### config.mk
export PLATFORM = sky130hd
export DESIGN_NAME = i2c_master_register_transaction_flat
export DESIGN_NICKNAME = d
export VERILOG_FILES = /design/src/rtl/i2cmrt_pkg.sv /design/src/rtl/i2cmrt_if.sv /design/src/rtl/i2cmrt_seq.sv /design/src/rtl/i2cmrt_out_reg.sv /design/src/rtl/i2c_master_register_transaction.sv /design/src/flat_wrapper.sv
export SDC_FILE = /design/constraint.sdc
export NUM_CORES = 1
export LEC_CHECK = 0
export BUFFER_PORTS_ARGS = -buffer_cell sky130_fd_sc_hd__buf_2
export CORE_UTILIZATION = 50
export CTS_BUF_LIST = sky130_fd_sc_hd__clkbuf_8
export DETAILED_ROUTE_END_ITERATION = 12
export GPL_ROUTABILITY_DRIVEN = 0
export PLACE_DENSITY_LB_ADDON = 0.08
export REMOVE_ABC_BUFFERS = 1
export SYNTH_ARGS = -nofsm -noshare
export SYNTH_HDL_FRONTEND = slang
export SYNTH_SLANG_ARGS = --single-unit
### constraint.sdc
create_clock -name clk -period 2.35 [get_ports clk]
set_input_delay 0 -clock clk [delete_from_list [all_inputs] [get_ports clk]]
set_output_delay 0 -clock clk [all_outputs]
set_load 0.1 [all_outputs]
### src/rtl/i2cmrt_pkg.sv
// Package for the I2C master register-transaction sequencer.
// Phase, engine operation, status and action codes; request and result records.
// No dependencies.
`timescale 1ns / 1ps

package i2cmrt_pkg;

  typedef enum logic [1:0] {
    ACT_WRITE = 2'd0,
    ACT_READ  = 2'd1,
    ACT_EVENT = 2'd2,
    ACT_NONE  = 2'd3
  } action_t;

  typedef enum logic [3:0] {
    PH_IDLE        = 4'd0,
    PH_WAIT_START  = 4'd1,
    PH_CHK_ADDR    = 4'd2,
    PH_CHK_CMD     = 4'd3,
    PH_CHK_FIRST   = 4'd4,
    PH_CHK_SECOND  = 4'd5,
    PH_WAIT_STOP   = 4'd6,
    PH_WAIT_RSTART = 4'd7,
    PH_WAIT_RADDR  = 4'd8,
    PH_RECV_FIRST  = 4'd9,
    PH_ACK_FIRST   = 4'd10,
    PH_RECV_SECOND = 4'd11,
    PH_NACK_SECOND = 4'd12
  } phase_t;

  typedef enum logic [2:0] {
    OP_NONE   = 3'd0,
    OP_START  = 3'd1,
    OP_RSTART = 3'd2,
    OP_STOP   = 3'd3,
    OP_SEND   = 3'd4,
    OP_RCEN   = 3'd5,
    OP_ACK    = 3'd6,
    OP_NACK   = 3'd7
  } op_t;

  typedef enum logic [2:0] {
    ST_OK     = 3'd0,
    ST_BUSY   = 3'd1,
    ST_NOK    = 3'd2,
    ST_NO_ADR = 3'd3,
    ST_NO_DAT = 3'd4
  } status_t;

  typedef struct packed {
    logic [1:0] action;
    logic [6:0] target_address;
    logic [7:0] command_byte;
    logic [7:0] write_first;
    logic [7:0] write_second;
    logic       start_seen;
    logic       stop_seen;
    logic       ack_missing;
    logic       write_collision;
    logic [7:0] received_byte;
  } req_t;

  typedef struct packed {
    op_t        engine_op;
    logic [7:0] tx_byte;
    logic       done_res;
    status_t    status;
    logic [7:0] read_first;
    logic [7:0] read_second;
  } rsp_t;

endpackage

### src/rtl/i2cmrt_if.sv
// Valid/ready channel interfaces for requests and results of the sequencer.
// No dependencies.
`timescale 1ns / 1ps

interface i2cmrt_req_if;
  logic       valid;
  logic       ready;
  logic [1:0] action;
  logic [6:0] target_address;
  logic [7:0] command_byte;
  logic [7:0] write_first;
  logic [7:0] write_second;
  logic       start_seen;
  logic       stop_seen;
  logic       ack_missing;
  logic       write_collision;
  logic [7:0] received_byte;

  modport source (
    output valid, action, target_address, command_byte, write_first, write_second,
           start_seen, stop_seen, ack_missing, write_collision, received_byte,
    input  ready
  );
  modport sink (
    input  valid, action, target_address, command_byte, write_first, write_second,
           start_seen, stop_seen, ack_missing, write_collision, received_byte,
    output ready
  );
endinterface

interface i2cmrt_rsp_if;
  logic       valid;
  logic       ready;
  logic [2:0] engine_op;
  logic [7:0] tx_byte;
  logic       done_res;
  logic [2:0] status;
  logic [7:0] read_first;
  logic [7:0] read_second;

  modport source (
    output valid, engine_op, tx_byte, done_res, status, read_first, read_second,
    input  ready
  );
  modport sink (
    input  valid, engine_op, tx_byte, done_res, status, read_first, read_second,
    output ready
  );
endinterface

### src/rtl/i2cmrt_seq.sv
// Transaction state registers and per-request next-state/result logic.
// Depends on i2cmrt_pkg.
`timescale 1ns / 1ps

module i2cmrt_seq (
  input  logic              clk,
  input  logic              rst,
  input  logic              accept,
  input  i2cmrt_pkg::req_t  req,
  output i2cmrt_pkg::rsp_t  rsp
);

  i2cmrt_pkg::phase_t  phase, phase_next;
  logic                is_read, is_read_next;
  logic                first_pass, first_pass_next;
  logic [6:0]          held_address, held_address_next;
  logic [7:0]          held_command, held_command_next;
  logic [7:0]          held_first, held_first_next;
  logic [7:0]          held_second, held_second_next;
  i2cmrt_pkg::status_t held_status, held_status_next;
  logic                bad_ack;
  logic                is_start;

  assign bad_ack  = req.ack_missing | req.write_collision;
  assign is_start = (req.action == i2cmrt_pkg::ACT_WRITE) ||
                    (req.action == i2cmrt_pkg::ACT_READ);

  always_ff @(posedge clk) begin
    if (rst) begin
      phase        <= i2cmrt_pkg::PH_IDLE;
      is_read      <= 1'b0;
      first_pass   <= 1'b1;
      held_address <= '0;
      held_command <= '0;
      held_first   <= '0;
      held_second  <= '0;
      held_status  <= i2cmrt_pkg::ST_OK;
    end else if (accept) begin
      phase        <= phase_next;
      is_read      <= is_read_next;
      first_pass   <= first_pass_next;
      held_address <= held_address_next;
      held_command <= held_command_next;
      held_first   <= held_first_next;
      held_second  <= held_second_next;
      held_status  <= held_status_next;
    end
  end

  always_comb begin
    phase_next        = phase;
    is_read_next      = is_read;
    first_pass_next   = first_pass;
    held_address_next = held_address;
    held_command_next = held_command;
    held_first_next   = held_first;
    held_second_next  = held_second;
    held_status_next  = held_status;
    rsp               = '0;

    if (is_start) begin
      if (phase != i2cmrt_pkg::PH_IDLE) begin
        rsp.done_res = 1'b1;
        rsp.status   = i2cmrt_pkg::ST_BUSY;
      end else begin
        is_read_next      = (req.action == i2cmrt_pkg::ACT_READ);
        held_address_next = req.target_address;
        held_command_next = req.command_byte;
        held_first_next   = is_read_next ? 8'd0 : req.write_first;
        held_second_next  = is_read_next ? 8'd0 : req.write_second;
        held_status_next  = i2cmrt_pkg::ST_OK;
        if (first_pass || (!req.start_seen && req.stop_seen)) begin
          first_pass_next = 1'b0;
          phase_next      = i2cmrt_pkg::PH_WAIT_START;
          rsp.engine_op   = i2cmrt_pkg::OP_START;
        end else begin
          rsp.done_res = 1'b1;
          rsp.status   = i2cmrt_pkg::ST_NOK;
        end
      end
    end else if (req.action == i2cmrt_pkg::ACT_EVENT) begin
      unique case (phase)
        i2cmrt_pkg::PH_IDLE: begin
        end
        i2cmrt_pkg::PH_WAIT_START: begin
          if (req.start_seen && !req.stop_seen) begin
            rsp.engine_op = i2cmrt_pkg::OP_SEND;
            rsp.tx_byte   = {held_address, 1'b0};
            phase_next    = i2cmrt_pkg::PH_CHK_ADDR;
          end else begin
            rsp.engine_op    = i2cmrt_pkg::OP_STOP;
            phase_next       = i2cmrt_pkg::PH_WAIT_STOP;
            held_status_next = is_read ? i2cmrt_pkg::ST_NO_ADR : i2cmrt_pkg::ST_NOK;
          end
        end
        i2cmrt_pkg::PH_CHK_ADDR: begin
          if (!bad_ack) begin
            rsp.engine_op = i2cmrt_pkg::OP_SEND;
            rsp.tx_byte   = held_command;
            phase_next    = i2cmrt_pkg::PH_CHK_CMD;
          end else begin
            rsp.engine_op    = i2cmrt_pkg::OP_STOP;
            phase_next       = i2cmrt_pkg::PH_WAIT_STOP;
            held_status_next = is_read ? i2cmrt_pkg::ST_NO_DAT : i2cmrt_pkg::ST_NO_ADR;
          end
        end
        i2cmrt_pkg::PH_CHK_CMD: begin
          if (bad_ack) begin
            rsp.engine_op    = i2cmrt_pkg::OP_STOP;
            phase_next       = i2cmrt_pkg::PH_WAIT_STOP;
            held_status_next = i2cmrt_pkg::ST_NO_DAT;
          end else if (is_read) begin
            rsp.engine_op = i2cmrt_pkg::OP_RSTART;
            phase_next    = i2cmrt_pkg::PH_WAIT_RSTART;
          end else begin
            rsp.engine_op = i2cmrt_pkg::OP_SEND;
            rsp.tx_byte   = held_first;
            phase_next    = i2cmrt_pkg::PH_CHK_FIRST;
          end
        end
        i2cmrt_pkg::PH_CHK_FIRST: begin
          if (!bad_ack) begin
            rsp.engine_op = i2cmrt_pkg::OP_SEND;
            rsp.tx_byte   = held_second;
            phase_next    = i2cmrt_pkg::PH_CHK_SECOND;
          end else begin
            rsp.engine_op    = i2cmrt_pkg::OP_STOP;
            phase_next       = i2cmrt_pkg::PH_WAIT_STOP;
            held_status_next = i2cmrt_pkg::ST_NO_DAT;
          end
        end
        i2cmrt_pkg::PH_CHK_SECOND: begin
          rsp.engine_op    = i2cmrt_pkg::OP_STOP;
          phase_next       = i2cmrt_pkg::PH_WAIT_STOP;
          held_status_next = bad_ack ? i2cmrt_pkg::ST_NO_DAT : held_status;
        end
        i2cmrt_pkg::PH_WAIT_RSTART: begin
          rsp.engine_op = i2cmrt_pkg::OP_SEND;
          rsp.tx_byte   = {held_address, 1'b1};
          phase_next    = i2cmrt_pkg::PH_WAIT_RADDR;
        end
        i2cmrt_pkg::PH_WAIT_RADDR: begin
          rsp.engine_op = i2cmrt_pkg::OP_RCEN;
          phase_next    = i2cmrt_pkg::PH_RECV_FIRST;
        end
        i2cmrt_pkg::PH_RECV_FIRST: begin
          held_first_next = req.received_byte;
          rsp.engine_op   = i2cmrt_pkg::OP_ACK;
          phase_next      = i2cmrt_pkg::PH_ACK_FIRST;
        end
        i2cmrt_pkg::PH_ACK_FIRST: begin
          rsp.engine_op = i2cmrt_pkg::OP_RCEN;
          phase_next    = i2cmrt_pkg::PH_RECV_SECOND;
        end
        i2cmrt_pkg::PH_RECV_SECOND: begin
          held_second_next = req.received_byte;
          rsp.engine_op    = i2cmrt_pkg::OP_NACK;
          phase_next       = i2cmrt_pkg::PH_NACK_SECOND;
        end
        i2cmrt_pkg::PH_NACK_SECOND: begin
          rsp.engine_op = i2cmrt_pkg::OP_STOP;
          phase_next    = i2cmrt_pkg::PH_WAIT_STOP;
        end
        i2cmrt_pkg::PH_WAIT_STOP: begin
          phase_next   = i2cmrt_pkg::PH_IDLE;
          rsp.done_res = 1'b1;
          rsp.status   = held_status;
          if (is_read) begin
            rsp.read_first  = held_first;
            rsp.read_second = held_second;
          end
        end
        default: begin
          phase_next = i2cmrt_pkg::PH_IDLE;
        end
      endcase
    end
  end

endmodule

### src/rtl/i2cmrt_out_reg.sv
// Result register with valid/ready handshake toward the result channel.
// Depends on i2cmrt_pkg.
`timescale 1ns / 1ps

module i2cmrt_out_reg (
  input  logic             clk,
  input  logic             rst,
  input  logic             load,
  input  i2cmrt_pkg::rsp_t rsp_in,
  input  logic             take,
  output logic             valid,
  output logic             can_load,
  output i2cmrt_pkg::rsp_t rsp_out
);

  assign can_load = !valid || take;

  always_ff @(posedge clk) begin
    if (rst) begin
      valid <= 1'b0;
    end else if (load) begin
      valid <= 1'b1;
    end else if (take) begin
      valid <= 1'b0;
    end
  end

  always_ff @(posedge clk) begin
    if (load) begin
      rsp_out <= rsp_in;
    end
  end

endmodule

### src/rtl/i2c_master_register_transaction.sv
// I2C master register-transaction sequencer: one request in, one result out, one request per
// cycle while results are drained. A start request (write or read) taken while idle latches
// address, command and, for a write, data; each engine event request advances the sequence and
// names the next engine operation. The result of a request is registered and appears on the
// result channel the cycle after acceptance; a new request is taken in the same cycle as long as
// the result register is empty or being drained, so the result register's handshake alone sets
// the rate. Depends on i2cmrt_pkg, i2cmrt_if, i2cmrt_seq and i2cmrt_out_reg.
`timescale 1ns / 1ps

module i2c_master_register_transaction (
  input  logic  clk,
  input  logic  rst,
  i2cmrt_req_if.sink   request,
  i2cmrt_rsp_if.source result
);

  i2cmrt_pkg::req_t req;
  i2cmrt_pkg::rsp_t rsp_comb;
  i2cmrt_pkg::rsp_t rsp_reg;
  logic             accept;
  logic             can_load;

  assign req.action          = request.action;
  assign req.target_address  = request.target_address;
  assign req.command_byte    = request.command_byte;
  assign req.write_first     = request.write_first;
  assign req.write_second    = request.write_second;
  assign req.start_seen      = request.start_seen;
  assign req.stop_seen       = request.stop_seen;
  assign req.ack_missing     = request.ack_missing;
  assign req.write_collision = request.write_collision;
  assign req.received_byte   = request.received_byte;

  assign request.ready = can_load;
  assign accept        = request.valid && can_load;

  i2cmrt_seq u_seq (
    .clk    (clk),
    .rst    (rst),
    .accept (accept),
    .req    (req),
    .rsp    (rsp_comb)
  );

  i2cmrt_out_reg u_out (
    .clk      (clk),
    .rst      (rst),
    .load     (accept),
    .rsp_in   (rsp_comb),
    .take     (result.ready),
    .valid    (result.valid),
    .can_load (can_load),
    .rsp_out  (rsp_reg)
  );

  assign result.engine_op   = rsp_reg.engine_op;
  assign result.tx_byte     = rsp_reg.tx_byte;
  assign result.done_res    = rsp_reg.done_res;
  assign result.status      = rsp_reg.status;
  assign result.read_first  = rsp_reg.read_first;
  assign result.read_second = rsp_reg.read_second;

  a_stall_blocks_request: assert property (@(posedge clk) disable iff (rst)
    result.valid && !result.ready |-> !request.ready)
    else $error("request taken while result stalled");

  a_done_no_op: assert property (@(posedge clk) disable iff (rst)
    result.valid && result.done_res |-> result.engine_op == i2cmrt_pkg::OP_NONE)
    else $error("finished transaction also orders an engine operation");

  a_busy_status_zero: assert property (@(posedge clk) disable iff (rst)
    result.valid && !result.done_res |-> result.status == i2cmrt_pkg::ST_OK)
    else $error("status set without done");

  a_tx_only_on_send: assert property (@(posedge clk) disable iff (rst)
    result.valid && result.engine_op != i2cmrt_pkg::OP_SEND |-> result.tx_byte == 8'd0)
    else $error("tx byte set without send operation");

endmodule
### src/flat_wrapper.sv
// flat-port wrapper written by rule: the top's interface ports become plain ports
module i2c_master_register_transaction_flat 
  (clk, rst, request_valid, request_action, request_target_address, request_command_byte, request_write_first, request_write_second, request_start_seen, request_stop_seen, request_ack_missing, request_write_collision, request_received_byte, request_ready, result_valid, result_engine_op, result_tx_byte, result_done_res, result_status, result_read_first, result_read_second, result_ready);
  i2cmrt_req_if request_i ();
  i2cmrt_rsp_if result_i ();
  input  logic clk;
  input  logic rst;
  input wire logic [$bits(request_i.valid)-1:0] request_valid;
  input wire logic [$bits(request_i.action)-1:0] request_action;
  input wire logic [$bits(request_i.target_address)-1:0] request_target_address;
  input wire logic [$bits(request_i.command_byte)-1:0] request_command_byte;
  input wire logic [$bits(request_i.write_first)-1:0] request_write_first;
  input wire logic [$bits(request_i.write_second)-1:0] request_write_second;
  input wire logic [$bits(request_i.start_seen)-1:0] request_start_seen;
  input wire logic [$bits(request_i.stop_seen)-1:0] request_stop_seen;
  input wire logic [$bits(request_i.ack_missing)-1:0] request_ack_missing;
  input wire logic [$bits(request_i.write_collision)-1:0] request_write_collision;
  input wire logic [$bits(request_i.received_byte)-1:0] request_received_byte;
  output wire logic [$bits(request_i.ready)-1:0] request_ready;
  output wire logic [$bits(result_i.valid)-1:0] result_valid;
  output wire logic [$bits(result_i.engine_op)-1:0] result_engine_op;
  output wire logic [$bits(result_i.tx_byte)-1:0] result_tx_byte;
  output wire logic [$bits(result_i.done_res)-1:0] result_done_res;
  output wire logic [$bits(result_i.status)-1:0] result_status;
  output wire logic [$bits(result_i.read_first)-1:0] result_read_first;
  output wire logic [$bits(result_i.read_second)-1:0] result_read_second;
  input wire logic [$bits(result_i.ready)-1:0] result_ready;
  assign request_i.valid = request_valid;
  assign request_i.action = request_action;
  assign request_i.target_address = request_target_address;
  assign request_i.command_byte = request_command_byte;
  assign request_i.write_first = request_write_first;
  assign request_i.write_second = request_write_second;
  assign request_i.start_seen = request_start_seen;
  assign request_i.stop_seen = request_stop_seen;
  assign request_i.ack_missing = request_ack_missing;
  assign request_i.write_collision = request_write_collision;
  assign request_i.received_byte = request_received_byte;
  assign request_ready = request_i.ready;
  assign result_valid = result_i.valid;
  assign result_engine_op = result_i.engine_op;
  assign result_tx_byte = result_i.tx_byte;
  assign result_done_res = result_i.done_res;
  assign result_status = result_i.status;
  assign result_read_first = result_i.read_first;
  assign result_read_second = result_i.read_second;
  assign result_i.ready = result_ready;
  i2c_master_register_transaction u_core (.clk(clk), .rst(rst), .request(request_i), .result(result_i));
endmodule
==> impl_metrics.json, run 1 <==
{
  "clk_pin_slew_ps": 80,
  "syn2layout_area_growth_pct": 26.1,
  "hold-path-cell-count": 3,
  "async_flop_share": 0,
  "min_period_over_period": 0.890,
  "dp_cells": 503,
  "wl_per_cell_um": 15.6,
  "dr.pass1.iters": 5,
  "grt_use_total": 0.249,
  "die_height_um": 83.8,
  "hold_class": "input pin to register",
  "synth_top_family_by_area": "compound AO/OA/AOI/OAI gates",
  "tritoncts": "built",
  "routed_wl_mm": 8.40,
  "placed_cell_area_mm2": 0.00386,
  "finalHoldViolCount": 0,
  "worst_pin_slew_ps": 1060,
  "synth_edf_count": 31,
  "setup-tns-final_ps": 0,
  "syn_area_per_cell_um2": 9.45,
  "synthSimpleGateAreaFrac": 0.199,
  "syn_area_mm2": 0.00334,
  "vias_per_cell": 5.78,
  "final_cell_mix": "81 x buf_2, 51 x nand2_1, 41 x dfxtp_1, 33 x a21oi_1, 31 x edfxtp_1",
  "cpPeakStageDelay_ps": 650,
  "r2r_setup_slack_ps": 260,
  "clk-insertion-delay-late_ps": 340,
  "start_util": 0.524,
  "maxSlewViolCount": 0,
  "stdcell_count": 537,
  "cts.htree.levels": 3,
  "highest_layer": "met4",
  "ys_ff_latch": 72,
  "ys_types": 51,
  "synth_cells": 354,
  "stdcell_area_mm2": 0.00422,
  "die_x_um": 83.8,
  "synth_area_leader_cell": "edfxtp_1",
  "dieArea_mm2": 0.00702,
  "coreArea_mm2": 0.00639,
  "antenna_found_initial": 0,
  "end_kind": "register",
  "num_rows": 29,
  "cts_buffers": 9,
  "final_common_cell": "buf_2",
  "cp_max_fo": 11,
  "synth_adder_area_share": 0,
  "cp_cell_sequence": "buf_4 > nand3_1 > nor3_1 > a222oi_1 > a21oi_1",
  "grt_pass1_vias": 2792,
  "netlist_top_cells_area": "edfxtp_1 28%, dfxtp_1 25%, nand2_1 5.7%",
  "grt_pass1_wl_mm": 13.7,
  "clock-sinks": 72,
  "cts_buffer_depth": 2,
  "yosysTopAreaCellShare": 0.278,
  "synth_compound_area_frac": 0.231,
  "rsz0062_at_grt": "no",
  "required_ps": 2540,
  "crit_type": "register to register",
  "dr.first_iter.drc_count": 196,
  "drv_cap": 0,
  "rr_worst_depth": 5,
  "io_buffers": 81,
  "postRouteAntennaNets": 0,
  "io_pins": 82,
  "status": "completed",
  "fmax_ghz": 0.478,
  "yosysWarnings": 0,
  "dr_total_vias": 3104,
  "wl_met1_mm": 3.97,
  "ir_drop_mv": 0.496,
  "fillers": 554,
  "power_density_mw_per_mm2": 660,
  "slew_headroom": 0.289,
  "dp_hpwl_mm": 5.82,
  "drive_gt1_frac": 0.267,
  "routed-wl-met2_mm": 3.83,
  "cp_slowest_cell": "nor3_1",
  "cp-start-kind": "register",
  "synth_xor_area_frac": 0.00262,
  "finalSetupViolCount": 0,
  "crit_arrival_ps": 2280,
  "grt-ovfl-total": 0,
  "grt_max_degree": 37,
  "worst_clock_skew_ps": 8.89,
  "diodes": 0,
  "yosysSeqAreaShare": 0.524,
  "final.min_clock_period_ps": 2090,
  "fin_nets": 504,
  "drc": 0,
  "cts_root_buffer": "clkbuf_8",
  "met3_length_um": 536,
  "synth-main-ff-cell": "dfxtp_1",
  "synthMuxAreaShare": 0,
  "p_leak_nw": 1.66
}
==> layer usage <==
layer,vias to the layer above,GRT usage
met2,127,0.387
met4,0,0.0832
met3,8,0.0425
met5,-,0
li1,1527,-
met1,1442,0.355
==> metrics by stage <==
| step | worst slack (ps) | hold slack (ps) | utilization | total power, mW |
|---|---|---|---|---|
| final | 259 | 15.4 | 0.660 | 2.78 |
| after detailed placement | 350 | 245 | 0.605 | 1.93 |
| after CTS | 283 | 12.3 | 0.660 | 2.79 |
| after global routing | 70.9 | 19.4 | 0.660 | 2.90 |
| after global placement | 317 | 240 | 0.605 | 1.92 |
| after floorplan | -852 | 69.1 | - | 1.77 |
==> cell type report <==
class,count,area (um2),share of cell area
well taps,77,96.3,0.0228
clock inverters,7,48.8,0.0116
inverters,6,22.5,0.00534
flip-flops and latches,72,1750,0.415
clock buffers,9,124,0.0294
multi-input cells,249,1450,0.345
repair buffers,117,721,0.171
==> report_power, final <==
| group | total (mW) | switching, mW | internal, mW |
|---|---|---|---|
| combinational | 0.517 | 0.375 | 0.142 |
| sequential | 1.41 | 0.0434 | 1.37 |
| clock | 0.855 | 0.473 | 0.382 |
==> cells by family (layout without fill, tap and decap cells) <==
group | count (synthesis) | in the layout
compound gates | 113 | 113
xor+xnor | 1 | 1
buf+inv | 33 | 139
flops | 72 | 72
simple gates | 135 | 135
==> worst max-delay path, delay by kind of cell (launching register included) <==
family / cells / cell delay (ps)
flip-flops: 1 / 540
AO/OA/AOI/OAI: 2 / 410
AND/OR/NAND/NOR: 2 / 760
buffers and inverters: 1 / 230
==> synth_stat cells, types with 3 or more instances <==
cell	number
nand2_1	51
dfxtp_1	41
a21oi_1	33
edfxtp_1	31
nor2_1	28
a211oi_1	21
a22oi_1	17
and3_1	17
clkbuf_1	12
o21ai_0	11
nand2b_1	10
buf_2	8
a222oi_1	7
inv_1	5
nor3_1	5
nor4_1	5
buf_1	4
nor2b_1	4
o32ai_1	4
o31ai_1	3
==> state kept, by name, indices dropped and copies added (netlist names) <==
register	count
u_core.u_out.rsp_out	31
u_core.u_out.valid	1
u_core.u_seq.first_pass	1
u_core.u_seq.held_address	7
u_core.u_seq.held_command	8
u_core.u_seq.held_first	8
u_core.u_seq.held_second	8
u_core.u_seq.held_status	3
u_core.u_seq.is_read	1
u_core.u_seq.phase	4
==> final timing paths <==
| kind | start | end |
|---|---|---|
| setup reg to reg | u_core.u_seq.phase[2] | u_core.u_out.rsp_out[24] |
| hold / removal | request_write_first[6] | u_core.u_seq.held_first[6] |
| hold reg to reg | u_core.u_seq.held_address[4] | u_core.u_seq.held_address[4] |
| setup / recovery | u_core.u_seq.phase[2] | u_core.u_out.rsp_out[24] |
==> what timing repair did <==
item | CTS | global route
endpoints found under the setup margin | 0 | 0
buffers inserted | 0 | 0
hold endpoints to repair | 17 | 0
resized for setup | 0 | 0
hold buffers | 18 | 0
Note: power is estimated with default switching activity, not from simulation.
==> inputs of run 2 (changes only) <==
Settings changed: CAP_MARGIN set to 5, PLACE_DENSITY set to 0.75, PLACE_DENSITY_LB_ADDON 0.08 to unset.
==> run 2 against run 1 <==
Compared with the run above:
- count of clock-buffer cells in the layout unchanged
- fmax decreased by 1.6%
- utilization about the same
- largest cell class unchanged
- largest power group unchanged
==> impl_metrics.json, run 2 (synthesis gave the netlist of run 1 again) <==
{
  "cp-start-kind": "register",
  "required_ps": 2430,
  "grt_util_met1": 0.352,
  "end_kind": "register",
  "postRouteAntennaNets": 0,
  "rsz0062_at_grt": "no",
  "dr.pass1.iters": 5,
  "min_period_over_period": 0.904,
  "routed_wl_mm": 8.30,
  "gr-usage-met3": 0.0386,
  "grt-ovfl-total": 0,
  "drc": 0,
  "netSwitchingFraction": 0.312,
  "intPower_mw": 2.00,
  "crit_arrival_ps": 2200,
  "power_frac_seq": 0.485,
  "path_buf_inv": 0,
  "finalHoldViolCount": 0,
  "fin_nets": 500,
  "wl_per_cell_um": 15.6,
  "worst_pin_slew_ps": 815,
  "worst_clock_skew_ps": 12.2,
  "grt_pass1_wl_mm": 13.7,
  "cts_buffer_depth": 2,
  "cts_root_buffer": "clkbuf_8",
  "final_cell_mix": "81 x buf_2, 51 x nand2_1, 41 x dfxtp_1, 33 x a21oi_1, 31 x edfxtp_1",
  "antenna_found_initial": 0,
  "maxSlewViolCount": 0,
  "p_sw_uw": 908,
  "cts.htree.levels": 3,
  "clk_pin_slew_ps": 80,
  "power_frac_comb": 0.177,
  "grt_pass1_vias": 2805,
  "drv_cap": 0,
  "dieArea_mm2": 0.00702,
  "grtUsageMet2": 0.378,
  "die_x_um": 83.8,
  "tritoncts": "built",
  "ir_drop_mv": 0.407,
  "setup-tns-final_ps": 0,
  "largest_register_ffs": 31,
  "start_util": 0.524,
  "dpl_worst_slack_ps": 245,
  "drive_gt1_frac": 0.261,
  "diodes": 0,
  "num_rows": 29,
  "fmax_ghz": 0.471,
  "clock-sinks": 72,
  "die_height_um": 83.8,
  "syn2layout_area_growth_pct": 26.1,
  "p_leak_nw": 1.65,
  "path_delay_family": "flip-flops",
  "top_register": "u_core.u_out.rsp_out",
  "dr_total_vias": 3103,
  "final_common_cell": "buf_2",
  "crit_type": "register to register",
  "finalSetupViolCount": 0,
  "slew_headroom": 0.453,
  "final.min_clock_period_ps": 2130,
  "dr.first_iter.drc_count": 254,
  "dp_hpwl_mm": 5.69,
  "io_buffers": 81,
  "status": "completed",
  "cp_max_fo": 21,
  "grt_use_total": 0.247,
  "setup_slack_ps": 225,
  "p_clk_frac": 0.338,
  "coreArea_mm2": 0.00639,
  "vias_per_cell": 5.82,
  "cp_cell_sequence": "nand2_1 > o2111ai_1 > nor2_1 > nand2_1 > o31ai_1",
  "clk-insertion-delay-late_ps": 350,
  "grt_busiest_layer": "met2",
  "cpMostUsedCell": "nand2_1",
  "io_pins": 82,
  "hold_class": "input pin to register",
  "cpPeakStageDelay_ps": 740,
  "cts_buffers": 9,
  "grt_max_degree": 46,
  "cp_slowest_cell": "dfxtp_1",
  "power_density_mw_per_mm2": 689
}
run 2: changes by cell type in the layout (fill, tap and decap cells not counted), sizes merged:
| cell | previous run | this run |
|---|---|---|
| clkinvlp | 3 | 2 |
| buf | 99 | 95 |
| clkinv | 2 | 1 |
| inv | 8 | 9 |
| bufinv | 0 | 1 |
run 2: path summary, 6_finish.rpt:
check        cells past startpoint                           end                          from  slack, ps
max                              5      u_core.u_out.rsp_out[30]         u_core.u_seq.phase[1]        220
min                              3    u_core.u_seq.held_first[7]        request_write_first[7]          9
max reg2reg                      5      u_core.u_out.rsp_out[30]         u_core.u_seq.phase[1]        220
min reg2reg                      2  u_core.u_seq.held_address[2]  u_core.u_seq.held_address[2]        460
run 2: power groups by stage:
stage | Combinational, mW | Clock, mW | Sequential [mW]
after global placement | 0.483 | 0 | 1.43
after CTS | 0.514 | 0.991 | 1.41
after detailed placement | 0.490 | 0 | 1.44
final | 0.516 | 0.982 | 1.41
after global routing | 0.550 | 1.06 | 1.42
after floorplan | 0.147 | 0 | 1.62
run 2: routing by layer:
layer	vias up	part of all wire
met5	-	0
met3	13	0.069
met4	0	0.018
li1	1524	-
met2	135	0.45
met1	1431	0.46
run 2: cell type report:
| type | instances | area (um2) |
|---|---|---|
| multi-input combinational | 249 | 1460 |
| fill | 533 | 2170 |
| inverter | 6 | 22.5 |
| tap | 77 | 96.3 |
| clock inverter | 7 | 71.3 |
| sequential | 72 | 1750 |
| timing repair buffer | 113 | 691 |
| clock buffer | 9 | 124 |
run 2: through the flow:
stage	util	instances	hold WS (ps)	area (um2)	power (mW)
after detailed placement	0.600	499	247	3830	1.93
after CTS	0.659	533	7.92	4210	2.91
after floorplan	-	327	69.1	3220	1.77
final	0.660	533	9.50	4220	2.91
after global routing	0.660	533	17.0	4220	3.03
after global placement	0.600	499	242	3830	1.92
run 2: what timing repair did:
item                                   CTS  global route
hold buffers                            18             0
endpoints found under the hold margin   17             0
setup buffers                            0             0
gates resized for setup                  0             1
setup endpoints to repair                0             3
run 2: tightest hold or removal path, cell delays in order:
cell      delay, ps
buf_2           100
a22oi_1         130
a211oi_1         90
